--- src/hw/rtl/csc_pkg.sv ---
// Shared constants, command/state encodings and status struct for the chunk
// statistics compare block. No dependencies.
package csc_pkg;

  localparam int SAMPLE_BITS       = 24;
  localparam int FRAC_BITS         = 8;
  localparam int MAX_CHUNKS        = 1024;
  localparam int MAX_CHUNK_SAMPLES = 65536;

  localparam int CNT_W  = $clog2(MAX_CHUNK_SAMPLES + 1);   // sample count
  localparam int SUM_W  = SAMPLE_BITS + CNT_W - 1;          // signed running sum
  localparam int SQR_W  = 2 * SAMPLE_BITS;                  // one squared sample
  localparam int SQ_W   = 64;                               // sum of squares
  localparam int IDX_W  = $clog2(MAX_CHUNKS);               // store address
  localparam int CC_W   = $clog2(MAX_CHUNKS + 2);           // chunk counter
  localparam int NUM_W  = 10;                               // chunk_number field
  localparam int Q_W    = 32;                               // Q24.8 fields

  // iterative units
  localparam int MA_W   = SQ_W;                             // multiplicand
  localparam int MB_W   = SUM_W;                            // multiplier, one bit a step
  localparam int PROD_W = MA_W + MB_W;
  localparam int D_W    = 2 * SUM_W;                        // n*sumsq - sum^2
  localparam int DIV_W  = D_W + 2 * FRAC_BITS;              // dividend/quotient
  localparam int DVS_W  = 2 * CNT_W - 1;                    // divisor (up to n^2)
  localparam int SQI_W  = 64;                               // root input
  localparam int SQO_W  = SQI_W / 2;
  localparam int TOT_W  = 42;                               // difference totals
  localparam int IT_W   = $clog2(DIV_W);

  typedef enum logic [4:0] {
    S_IDLE, S_SQ, S_ACC, S_MEAN_LD, S_MEAN_DIV, S_MUL1_LD, S_MUL1, S_MUL2_LD,
    S_MUL2, S_MUL3_LD, S_MUL3, S_VAR_LD, S_VAR_DIV, S_SQRT_LD, S_SQRT, S_RD,
    S_BOOK, S_AVGM_LD, S_AVGM, S_AVGS_LD, S_AVGS, S_AVG_FIN, S_EMIT
  } state_t;

  typedef enum logic [4:0] {
    CMD_NONE, CMD_CAPTURE, CMD_SQUARE, CMD_ACCUM, CMD_MEAN_START, CMD_DIV_STEP,
    CMD_MUL_NS_START, CMD_MUL_STEP, CMD_MUL_MM_START, CMD_MUL_NN_START,
    CMD_VAR_START, CMD_SQRT_START, CMD_SQRT_STEP, CMD_MEM_READ, CMD_BOOK,
    CMD_AVGM_START, CMD_AVGS_START, CMD_AVG_TAKE, CMD_EMIT
  } cmd_t;

  typedef struct packed {
    logic done;       // iterative unit on its final step
    logic lic;        // captured sample closes a chunk
    logic avg_go;     // final compared chunk with a nonzero chunk count
    logic out_busy;   // output register holds a transaction not yet taken
  } status_t;

endpackage

--- src/hw/rtl/csc_ctrl.sv ---
// Sequencing state machine for the chunk statistics compare block.
// Depends on csc_pkg; drives commands into csc_datapath.
module csc_ctrl (
  input  logic             clk,
  input  logic             rst_n,
  input  logic             in_valid,
  output logic             in_ready,
  input  csc_pkg::status_t st,
  output csc_pkg::cmd_t    cmd
);

  csc_pkg::state_t state_r, state_nxt;

  always_ff @(posedge clk) begin
    if (!rst_n) begin
      state_r <= csc_pkg::S_IDLE;
    end else begin
      state_r <= state_nxt;
    end
  end

  always_comb begin
    state_nxt = state_r;
    unique case (state_r)
      csc_pkg::S_IDLE:     if (in_valid) state_nxt = csc_pkg::S_SQ;
      csc_pkg::S_SQ:       state_nxt = csc_pkg::S_ACC;
      csc_pkg::S_ACC:      state_nxt = st.lic ? csc_pkg::S_MEAN_LD : csc_pkg::S_IDLE;
      csc_pkg::S_MEAN_LD:  state_nxt = csc_pkg::S_MEAN_DIV;
      csc_pkg::S_MEAN_DIV: if (st.done) state_nxt = csc_pkg::S_MUL1_LD;
      csc_pkg::S_MUL1_LD:  state_nxt = csc_pkg::S_MUL1;
      csc_pkg::S_MUL1:     if (st.done) state_nxt = csc_pkg::S_MUL2_LD;
      csc_pkg::S_MUL2_LD:  state_nxt = csc_pkg::S_MUL2;
      csc_pkg::S_MUL2:     if (st.done) state_nxt = csc_pkg::S_MUL3_LD;
      csc_pkg::S_MUL3_LD:  state_nxt = csc_pkg::S_MUL3;
      csc_pkg::S_MUL3:     if (st.done) state_nxt = csc_pkg::S_VAR_LD;
      csc_pkg::S_VAR_LD:   state_nxt = csc_pkg::S_VAR_DIV;
      csc_pkg::S_VAR_DIV:  if (st.done) state_nxt = csc_pkg::S_SQRT_LD;
      csc_pkg::S_SQRT_LD:  state_nxt = csc_pkg::S_SQRT;
      csc_pkg::S_SQRT:     if (st.done) state_nxt = csc_pkg::S_RD;
      csc_pkg::S_RD:       state_nxt = csc_pkg::S_BOOK;
      csc_pkg::S_BOOK:     state_nxt = st.avg_go ? csc_pkg::S_AVGM_LD : csc_pkg::S_EMIT;
      csc_pkg::S_AVGM_LD:  state_nxt = csc_pkg::S_AVGM;
      csc_pkg::S_AVGM:     if (st.done) state_nxt = csc_pkg::S_AVGS_LD;
      csc_pkg::S_AVGS_LD:  state_nxt = csc_pkg::S_AVGS;
      csc_pkg::S_AVGS:     if (st.done) state_nxt = csc_pkg::S_AVG_FIN;
      csc_pkg::S_AVG_FIN:  state_nxt = csc_pkg::S_EMIT;
      csc_pkg::S_EMIT:     if (!st.out_busy) state_nxt = csc_pkg::S_IDLE;
      default:             state_nxt = csc_pkg::S_IDLE;
    endcase
  end

  always_comb begin
    in_ready = 1'b0;
    cmd      = csc_pkg::CMD_NONE;
    unique case (state_r)
      csc_pkg::S_IDLE: begin
        in_ready = 1'b1;
        if (in_valid) cmd = csc_pkg::CMD_CAPTURE;
      end
      csc_pkg::S_SQ:       cmd = csc_pkg::CMD_SQUARE;
      csc_pkg::S_ACC:      cmd = csc_pkg::CMD_ACCUM;
      csc_pkg::S_MEAN_LD:  cmd = csc_pkg::CMD_MEAN_START;
      csc_pkg::S_MEAN_DIV: cmd = csc_pkg::CMD_DIV_STEP;
      csc_pkg::S_MUL1_LD:  cmd = csc_pkg::CMD_MUL_NS_START;
      csc_pkg::S_MUL1:     cmd = csc_pkg::CMD_MUL_STEP;
      csc_pkg::S_MUL2_LD:  cmd = csc_pkg::CMD_MUL_MM_START;
      csc_pkg::S_MUL2:     cmd = csc_pkg::CMD_MUL_STEP;
      csc_pkg::S_MUL3_LD:  cmd = csc_pkg::CMD_MUL_NN_START;
      csc_pkg::S_MUL3:     cmd = csc_pkg::CMD_MUL_STEP;
      csc_pkg::S_VAR_LD:   cmd = csc_pkg::CMD_VAR_START;
      csc_pkg::S_VAR_DIV:  cmd = csc_pkg::CMD_DIV_STEP;
      csc_pkg::S_SQRT_LD:  cmd = csc_pkg::CMD_SQRT_START;
      csc_pkg::S_SQRT:     cmd = csc_pkg::CMD_SQRT_STEP;
      csc_pkg::S_RD:       cmd = csc_pkg::CMD_MEM_READ;
      csc_pkg::S_BOOK:     cmd = csc_pkg::CMD_BOOK;
      csc_pkg::S_AVGM_LD:  cmd = csc_pkg::CMD_AVGM_START;
      csc_pkg::S_AVGM:     cmd = csc_pkg::CMD_DIV_STEP;
      csc_pkg::S_AVGS_LD:  cmd = csc_pkg::CMD_AVGS_START;
      csc_pkg::S_AVGS:     cmd = csc_pkg::CMD_DIV_STEP;
      csc_pkg::S_AVG_FIN:  cmd = csc_pkg::CMD_AVG_TAKE;
      csc_pkg::S_EMIT:     if (!st.out_busy) cmd = csc_pkg::CMD_EMIT;
      default:             cmd = csc_pkg::CMD_NONE;
    endcase
  end

endmodule

--- config.mk ---
export PLATFORM = sky130hd
export DESIGN_NAME = csc_ctrl
export DESIGN_NICKNAME = d
export VERILOG_FILES = /design/src/hw/rtl/csc_pkg.sv /design/src/hw/rtl/csc_ctrl.sv
export SDC_FILE = /design/constraint.sdc
export NUM_CORES = 1
export LEC_CHECK = 0
export BUFFER_PORTS_ARGS = -buffer_cell sky130_fd_sc_hd__buf_2
export CORE_AREA = 2 2 48 50
export CTS_CLUSTER_DIAMETER = 60
export DETAILED_ROUTE_END_ITERATION = 6
export DIE_AREA = 0 0 50 52
export HOLD_SLACK_MARGIN = 0.03
export PLACE_DENSITY_LB_ADDON = 0.12
export SYNTH_ARGS = -nofsm -noshare
export SYNTH_HDL_FRONTEND = slang
export SYNTH_SLANG_ARGS = --single-unit
--- constraint.sdc ---
create_clock -name clk -period 1.5 [get_ports clk]
set_input_delay 0.225 -clock clk [delete_from_list [all_inputs] [get_ports clk]]
set_output_delay 0.225 -clock clk [all_outputs]
set_load 0.05 [all_outputs]
Yosys cells after proc, flatten, opt, wreduce, memory -nomap -nowiden

Index checks and enable logic that the tools add are counted.

Register bits after elaboration: 5
Output and inout port bits: 6
Logic and storage cells: 54

Eq/ne operators: 32
Mux-type cells: 17
Reductions and logical operators: 4

Operators by type and width:

| operator                                                        | number |
|---|---|
| 5-bit case mux with 23 select lines                             | 1 |
| 5-bit case mux with 18 select lines                             | 1 |
| 5-bit 2-to-1 mux                                                | 11 |
| 5-bit by 4-bit == test with 1-bit output, second input constant | 8 |
| 5-bit == test, second input constant                            | 7 |
| 5-bit by 3-bit == test with 1-bit output, second input constant | 4 |
| 2-bit != test, second input constant                            | 10 |
| 5-bit by 2-bit == test with 1-bit output, second input constant | 2 |
| 10-bit AND reduction                                            | 1 |
| 5-bit by 1-bit == test with 1-bit output, second input constant | 1 |
| 5-bit zero test                                                 | 1 |
| 4-bit OR reduction                                              | 1 |
| 3-bit 2-to-1 mux                                                | 1 |
| 3-bit OR reduction                                              | 1 |
| 1-bit 2-to-1 mux                                                | 2 |
| 2-bit 2-to-1 mux                                                | 1 |

Logic depth before layout (Yosys ltp)

Gate-level depths: netlist (run 1).

Depth after elaboration: 3
Mapped depth: 6
Depth with buffers taken out: 4

Worst setup path after synthesis (run 1)

Ideal clock, no wire load.

Path type: register to output
Start: reg state_r[0]
End: out in_ready
Required time: 1275 ps
Buffers on the path: 2
Path slack: -965 ps
Data arrival time: 2240 ps
Cell stages (with the launch flop): 4
Path through: dfxtp_1 buf_2 buf_4 nor4_1

Longest elaborated chain between the ends: 2

Ends and longest elaborated chain:

| element                | RTL line       | RTL |
|---|---|---|
| from (decl)            | csc_ctrl.sv:12 | `csc_pkg::state_t state_r, state_nxt;` |
| from (signal assigned) | csc_ctrl.sv:16 | `state_r <= csc_pkg::S_IDLE;` |
| from (signal assigned) | csc_ctrl.sv:18 | `state_r <= state_nxt;` |
| 5-bit zero test        | csc_ctrl.sv:55 | `unique case (state_r)` |
| 1-bit 2-to-1 mux       | csc_ctrl.sv:55 |  |
| to (decl)              | csc_ctrl.sv:7  | `output logic in_ready,` |

Every way passes these cells.

Worst setup path after layout (run 1)

Start: reg state_r[0]
End: out cmd[1]

Longest elaborated chain between the ends: 3

Ends and longest elaborated chain:

| element                                                                          | RTL line       | RTL |
|---|---|---|
| 5-bit == test (tied with other cells)                                            | csc_ctrl.sv:55 |  |
| 4-bit OR reduction (no source line) / 3-bit OR reduction (equally long branches) | --             |  |
| 5-bit case mux with 18 select lines *                                            | csc_ctrl.sv:55 |  |
| to (decl)                                                                        | csc_ctrl.sv:9  | `output csc_pkg::cmd_t cmd` |

Every way passes the cells marked *; elsewhere a longest branch is shown, timed or not.

==> results_dict.tcl, run 1 <==
set metrics [dict create \
    status "complete, but fails checks" \
    violations "setup timing" \
    nets 151 \
    synth.net_count 105 \
    insertion_delay_ns 0.25 \
    tightest_slew_ns 0.299 \
    maxCapViolations 0 \
    required_ns 1.27 \
    synth.most_common_cell "nor2_1" \
    reg_top3 "state_r x5" \
    min_path_type "in2reg" \
    worstSetupEndpointType "primary output" \
    finalCritPeriodShare_pct 114 \
    routed_wl_um 2330 \
    cp_top_family "simple AND/OR/NAND/NOR gates" \
    synth_compound_area_share_pct 32.5 \
    clock-sinks 5 \
    path_cells "or4b_4, o21ai_2, a21oi_2, o21ai_4, buf_6" \
    synth_edf_count 0 \
    yosys.area.top_type "dfxtp_1" \
    post-route-min-period_ns 1.71 \
    place_area_sq_um 1060 \
    cp_data_arrival_time_ns 1.49 \
    fmax_mhz 583 \
    power_leakage_nw 0.538 \
    ys_ff_latch 5 \
    setup_ws_ns -0.214 \
    relSlewSlack_pct 80.0 \
    postSynthCellCount 98 \
    grt_pass1_vias 862 \
    hold_depth 3 \
    cts_tree "done" \
    grt_max_degree 14 \
    diodes 0 \
    area_growth_pct 90.2 \
    io_buffers 12 \
    postRouteAntennaNets 0 \
    cp-start-kind "register" \
    whs_endpoint "state_r[4]$_SDFFE_PN0P_" \
    cts_hold_buffers 0 \
    synthArstFlopShare_pct 0 \
    gp_congestion 0.797 \
    reg2reg_from "state_r[2]$_SDFFE_PN0P_" \
    core_sq_um 2110 \
    final_area_sq_um 1310 \
    reg2reg_to "state_r[2]$_SDFFE_PN0P_" \
    first_pass_iters 4 \
    die_area_sq_um 2600 \
    post-place-ws_ns -0.0999 \
    netlist.area_leader.share_pct 14.5 \
    grt_overflow_total 0 \
    synth_top_family_by_area "simple AND/OR/NAND/NOR gates" \
    path_buf_inv 1 \
    synth_area_leaders "dfxtp_1, nand2b_1, buf_2" \
    r2r_setup_slack_ns -0.02 \
    dp_cells 161 \
    wire_per_inst_um 13.6 \
    hold_ws_ns 0.240 \
    die_h_um 52 \
    drc 0 \
    critPathKind "reg2out" \
    drtIter0Drc 27 \
    cts_made_buffers 3 \
    viasPerCell 5.40 \
    rsz0062_at_grt "yes" \
    worstSetupPathDepth 5 \
    yosysWarnings 0 \
    synthFlopType "dfxtp_1" \
    final-instance-count-excl-fill 171 \
    syn_area_per_cell_sq_um 7.03 \
    yosysSeqAreaShare_pct 14.5 \
    maxSlewViolCount 0 \
    final-hold-violation-count 0 \
    htreeDepth 1 \
    top_register "state_r" \
    antenna_found_initial 0 \
    fin_skew_ns 0.00220 \
    power_density_nw_per_um2 1110 \
    cp_max_fo 4 \
    start_util_pct 32.7 \
    synth_simple_gate_area_share_pct 41.0 \
    grt_pass1_wl_um 3900 \
    yosys.area_share.xor_xnor_pct 2.54 \
    chipWidth_um 50 \
    min-delay-start "rst_n" \
    grt_util_all_layers_pct 19.6 \
    cts-root-buf "clkbuf_4" \
    finalSetupViolations 7 \
    pin_count 13 \
    ys_types 44 \
    synthTopCellsByCount "nor2_1, buf_2, nand2b_1" \
    drive_gt1_share_pct 62.9 \
    crit_slowest_cell "or4b_4" \
    synth_area_sq_um 689 \
    largest_reg_flops 5 \
    dp_hpwl_um 1740 \
    critPathMaxStageDelay_ns 0.51 \
    clk_path_buf_depth 2 \
    r2r_cells 4 \
    peakVddDrop_mv 0.662 \
    clk_transition_reported_paths_ns 0.04 \
    synthMuxAreaShare_pct 1.45 \
    vias 924 \
    rows 17 \
    yosys.area_share.adder_pct 0 \
]
==> worst max path at each step <==
stage | from | endpoint | slack (ns)
floorplan | state_r[0]$_SDFFE_PN0P_ | cmd[4] | 0.005
global placement | state_r[3]$_SDFFE_PN0P_ | cmd[1] | -0.09
detailed placement | state_r[3]$_SDFFE_PN0P_ | cmd[1] | -0.1
CTS | state_r[0]$_SDFFE_PN0P_ | cmd[1] | -0.22
global route | state_r[0]$_SDFFE_PN0P_ | cmd[1] | -0.25
finish | state_r[0]$_SDFFE_PN0P_ | cmd[1] | -0.21
==> through the flow <==
stage	total power, W	utilization (%)	TNS, ns
6_report	0.00146	62.3	-0.890
5_1_grt	0.00153	62.3	-1.29
2_1_floorplan	0.000801	-	0
4_1_cts	0.00139	59.3	-0.846
3_5_place_dp	0.00104	50.4	-0.280
3_3_place_gp	0.00104	50.4	-0.228
==> cell usage in the layout, fill, tap and decap left out, drive strengths merged, types with 2 or more instances in the layout <==
master / instances
nand2b: 8
or4b: 3
nor3: 4
a21oi: 4
and2: 2
buf: 51
clkbuf: 4
nor2: 10
o21ai: 9
o22ai: 3
nand3: 2
nand2: 6
nor2b: 2
a21boi: 3
a221oi: 2
nor3b: 3
dfxtp: 5
==> logic make-up after synthesis <==
kind of cell           after synthesis
buffers and inverters               11
AO/OA/AOI/OAI                       32
multiplexers                         1
AND/OR/NAND/NOR                     47
flip-flops                           5
XOR/XNOR                             2
==> power by group <==
group | internal, W | total (W) | switching [W]
clock | 0.000101 | 0.000161 | 0.0000600
sequential | 0.000155 | 0.000187 | 0.0000316
combinational | 0.000548 | 0.00111 | 0.000564
total | 0.000804 | 0.00146 | 0.000655
==> timing repair <==
action | CTS | global route
setup endpoints to repair | 8 | 10
gates resized for setup | 40 | 11
hold endpoints to repair | 0 | 0
setup buffers | 4 | 2
pin swaps | 10 | 5
==> worst reg2reg max path: stages, from the launching register on <==
cell and delay, ns:
dfxtp_4 0.36, or2_4 0.29, or4b_4 0.51, nand3_2 0.12
mux2i_1 0.18
==> layer usage <==
layer	up-vias	part of all wire, %	global-route usage, %
met5	-	0	0
met4	0	1.0	5.56
met3	3	4.4	1.72
met2	25	52	33.8
met1	439	43	26.0
li1	457	-	-
==> final cells by class <==
cell class | count | area [sq um]
Fill cell | 173 | 795
Multi-Input combinational cell | 82 | 709
Timing Repair Buffer | 51 | 420
Sequential cell | 5 | 116
Tap cell | 28 | 35.0
Clock buffer | 4 | 26.3
Inverter | 1 | 3.75
No activity file was read; power rests on OpenSTA's default activity.
==> inputs of run 2 (changes only) <==
Settings changed: CORE_AREA 2 2 48 50 to 2 2 57 59, DIE_AREA 0 0 50 52 to 0 0 59 61, TNS_END_PERCENT set to 50.
==> run 2 against run 1 <==
Against the previous run:
- the flow still finishes with violations (setup timing)
- cell count increased by 5.8%
- sequential share of layout area increased by 0.16 points
- critical path depth unchanged
- clock skew about the same
- worst hold slack got worse by 0.012 ns
- sequential cell count unchanged
- via count increased by 3.0%
- maximum frequency decreased by 2.4%
- core utilization decreased by 19 points
- clock power about the same
- clock-buffer cell count decreased by 1
- critical path type unchanged
- critical endpoint unchanged
- largest cell class unchanged
==> results_dict.tcl, run 2 (synthesis results as in run 1) <==
set metrics [dict create \
    antenna_found_initial 0 \
    gp_congestion 0.786 \
    nets 156 \
    core_sq_um 2950 \
    required_ns 1.27 \
    io_buffers 12 \
    dp_hpwl_um 1910 \
    die_area_sq_um 3600 \
    rsz0062_at_grt "yes" \
    critPathKind "reg2out" \
    drtIter0Drc 12 \
    first_pass_iters 4 \
    clk_transition_reported_paths_ns 0.05 \
    fmax_mhz 569 \
    grt_util_all_layers_pct 15.8 \
    area_growth_pct 86.8 \
    drive_gt1_share_pct 58.1 \
    cts_made_buffers 3 \
    maxCapViolations 0 \
    cts-root-buf "clkbuf_4" \
    cp_max_fo 5 \
    status "complete, but fails checks" \
    fin_skew_ns 0.00179 \
    insertion_delay_ns 0.25 \
    maxSlewViolCount 0 \
    grt_pass1_wl_um 4350 \
    worstSetupEndpointType "primary output" \
    htreeDepth 1 \
    viasPerCell 5.26 \
    relSlewSlack_pct 77.8 \
    power_density_nw_per_um2 1110 \
    wire_per_inst_um 14.8 \
    clock-sinks 5 \
    diodes 0 \
    start_util_pct 23.3 \
    clk_path_buf_depth 2 \
    grt_pass1_vias 935 \
    cp-start-kind "register" \
    min_path_type "in2reg" \
    grt_overflow_total 0 \
    largest_reg_flops 5 \
    fillCellCount 295 \
    finalCritPeriodShare_pct 117 \
    finalSetupViolations 9 \
    reg_top3 "state_r x5" \
    power_leakage_nw 0.559 \
    top_register "state_r" \
    setup_ws_ns -0.257 \
    violations "setup timing" \
    final_cell_mix "buf_4, buf_6, nor2_1, buf_2, nand2b_1" \
    cp_data_arrival_time_ns 1.53 \
    post-route-min-period_ns 1.76 \
    tightest_slew_ns 0.333 \
    routed_wl_um 2680 \
    hold_ws_ns 0.228 \
    drc 0 \
    vias 952 \
    chipWidth_um 59 \
    final_common_cell "buf_4" \
    post-place-ws_ns -0.124 \
    peakVddDrop_mv 0.442 \
    pin_count 13 \
    die_h_um 61 \
    final-hold-violation-count 0 \
    cts_tree "done" \
    grt_max_degree 13 \
    rows 20 \
    postRouteAntennaNets 0 \
]
[run 2: changes by cell type in the layout (fill, tap and decap cells not counted), sizes merged]
cell | previous run | this run
buf | 51 | 56
clkbuf | 4 | 3
clkinv | 0 | 1
[run 2: per-stage QoR]
step / cell area [sq um] / setup TNS, ns / std cells / total power (W) / utilization, %
global route: 1290 / -1.91 / 181 / 0.00152 / 43.6
CTS: 1220 / -1.11 / 178 / 0.00138 / 41.4
finish: 1290 / -1.35 / 181 / 0.00143 / 43.6
floorplan: 810 / -0.00223 / 98 / 0.000801 / -
global placement: 1090 / -0.646 / 169 / 0.00107 / 36.9
detailed placement: 1090 / -0.595 / 169 / 0.00107 / 36.9
[run 2: final cells by class]
cell class / instances / area (sq um) / area share [%]
repair buffers: 56 / 448 / 34.8
flip-flops and latches: 5 / 116 / 9.04
clock inverters: 1 / 5.00 / 0.389
multi-input cells: 82 / 651 / 50.5
clock buffers: 3 / 22.5 / 1.75
well taps: 33 / 41.3 / 3.21
inverters: 1 / 3.75 / 0.292
[run 2: where the power goes]
| part | leakage (nW) | internal, W | switching [W] |
|---|---|---|---|
| combinational | 0.497 | 0.000522 | 0.000542 |
| sequential | 0.0441 | 0.000159 | 0.0000427 |
| clock | 0.0177 | 0.0000970 | 0.0000653 |
[run 2: repair_timing]
action / CTS / global route
pin swaps: 1 / 6
gates resized for setup: 26 / 14
setup endpoints to repair: 9 / 9
setup buffers: 4 / 4
gates cloned: 1 / 0
hold buffers: 0 / 0
[run 2: worst paths after layout]
kind	start	endpoint	slack (ns)	cells after the start
setup / recovery	state_r[3]$_SDFFE_PN0P_	cmd[1]	-0.26	5
hold / removal	rst_n	state_r[4]$_SDFFE_PN0P_	0.23	3
setup reg to reg	state_r[3]$_SDFFE_PN0P_	state_r[2]$_SDFFE_PN0P_	-0.15	5
hold reg to reg	state_r[4]$_SDFFE_PN0P_	state_r[3]$_SDFFE_PN0P_	0.61	1
[run 2: layer usage]
metal / GRT usage, % / vias to the layer above / share of wire (%)
li1: - / 477 / -
met1: 21.2 / 462 / 48
met2: 28.6 / 11 / 51
met3: 1.28 / 2 / 1.2
met4: 1.95 / 0 / 0.37
met5: 0 / - / 0
[run 2: worst max-delay path: stages (launching register included)]
cell	delay, ns
dfxtp_4	0.36
or4b_4	0.53
o21ai_2	0.08
a21oi_2	0.08
o21ai_4	0.06
buf_6	0.17
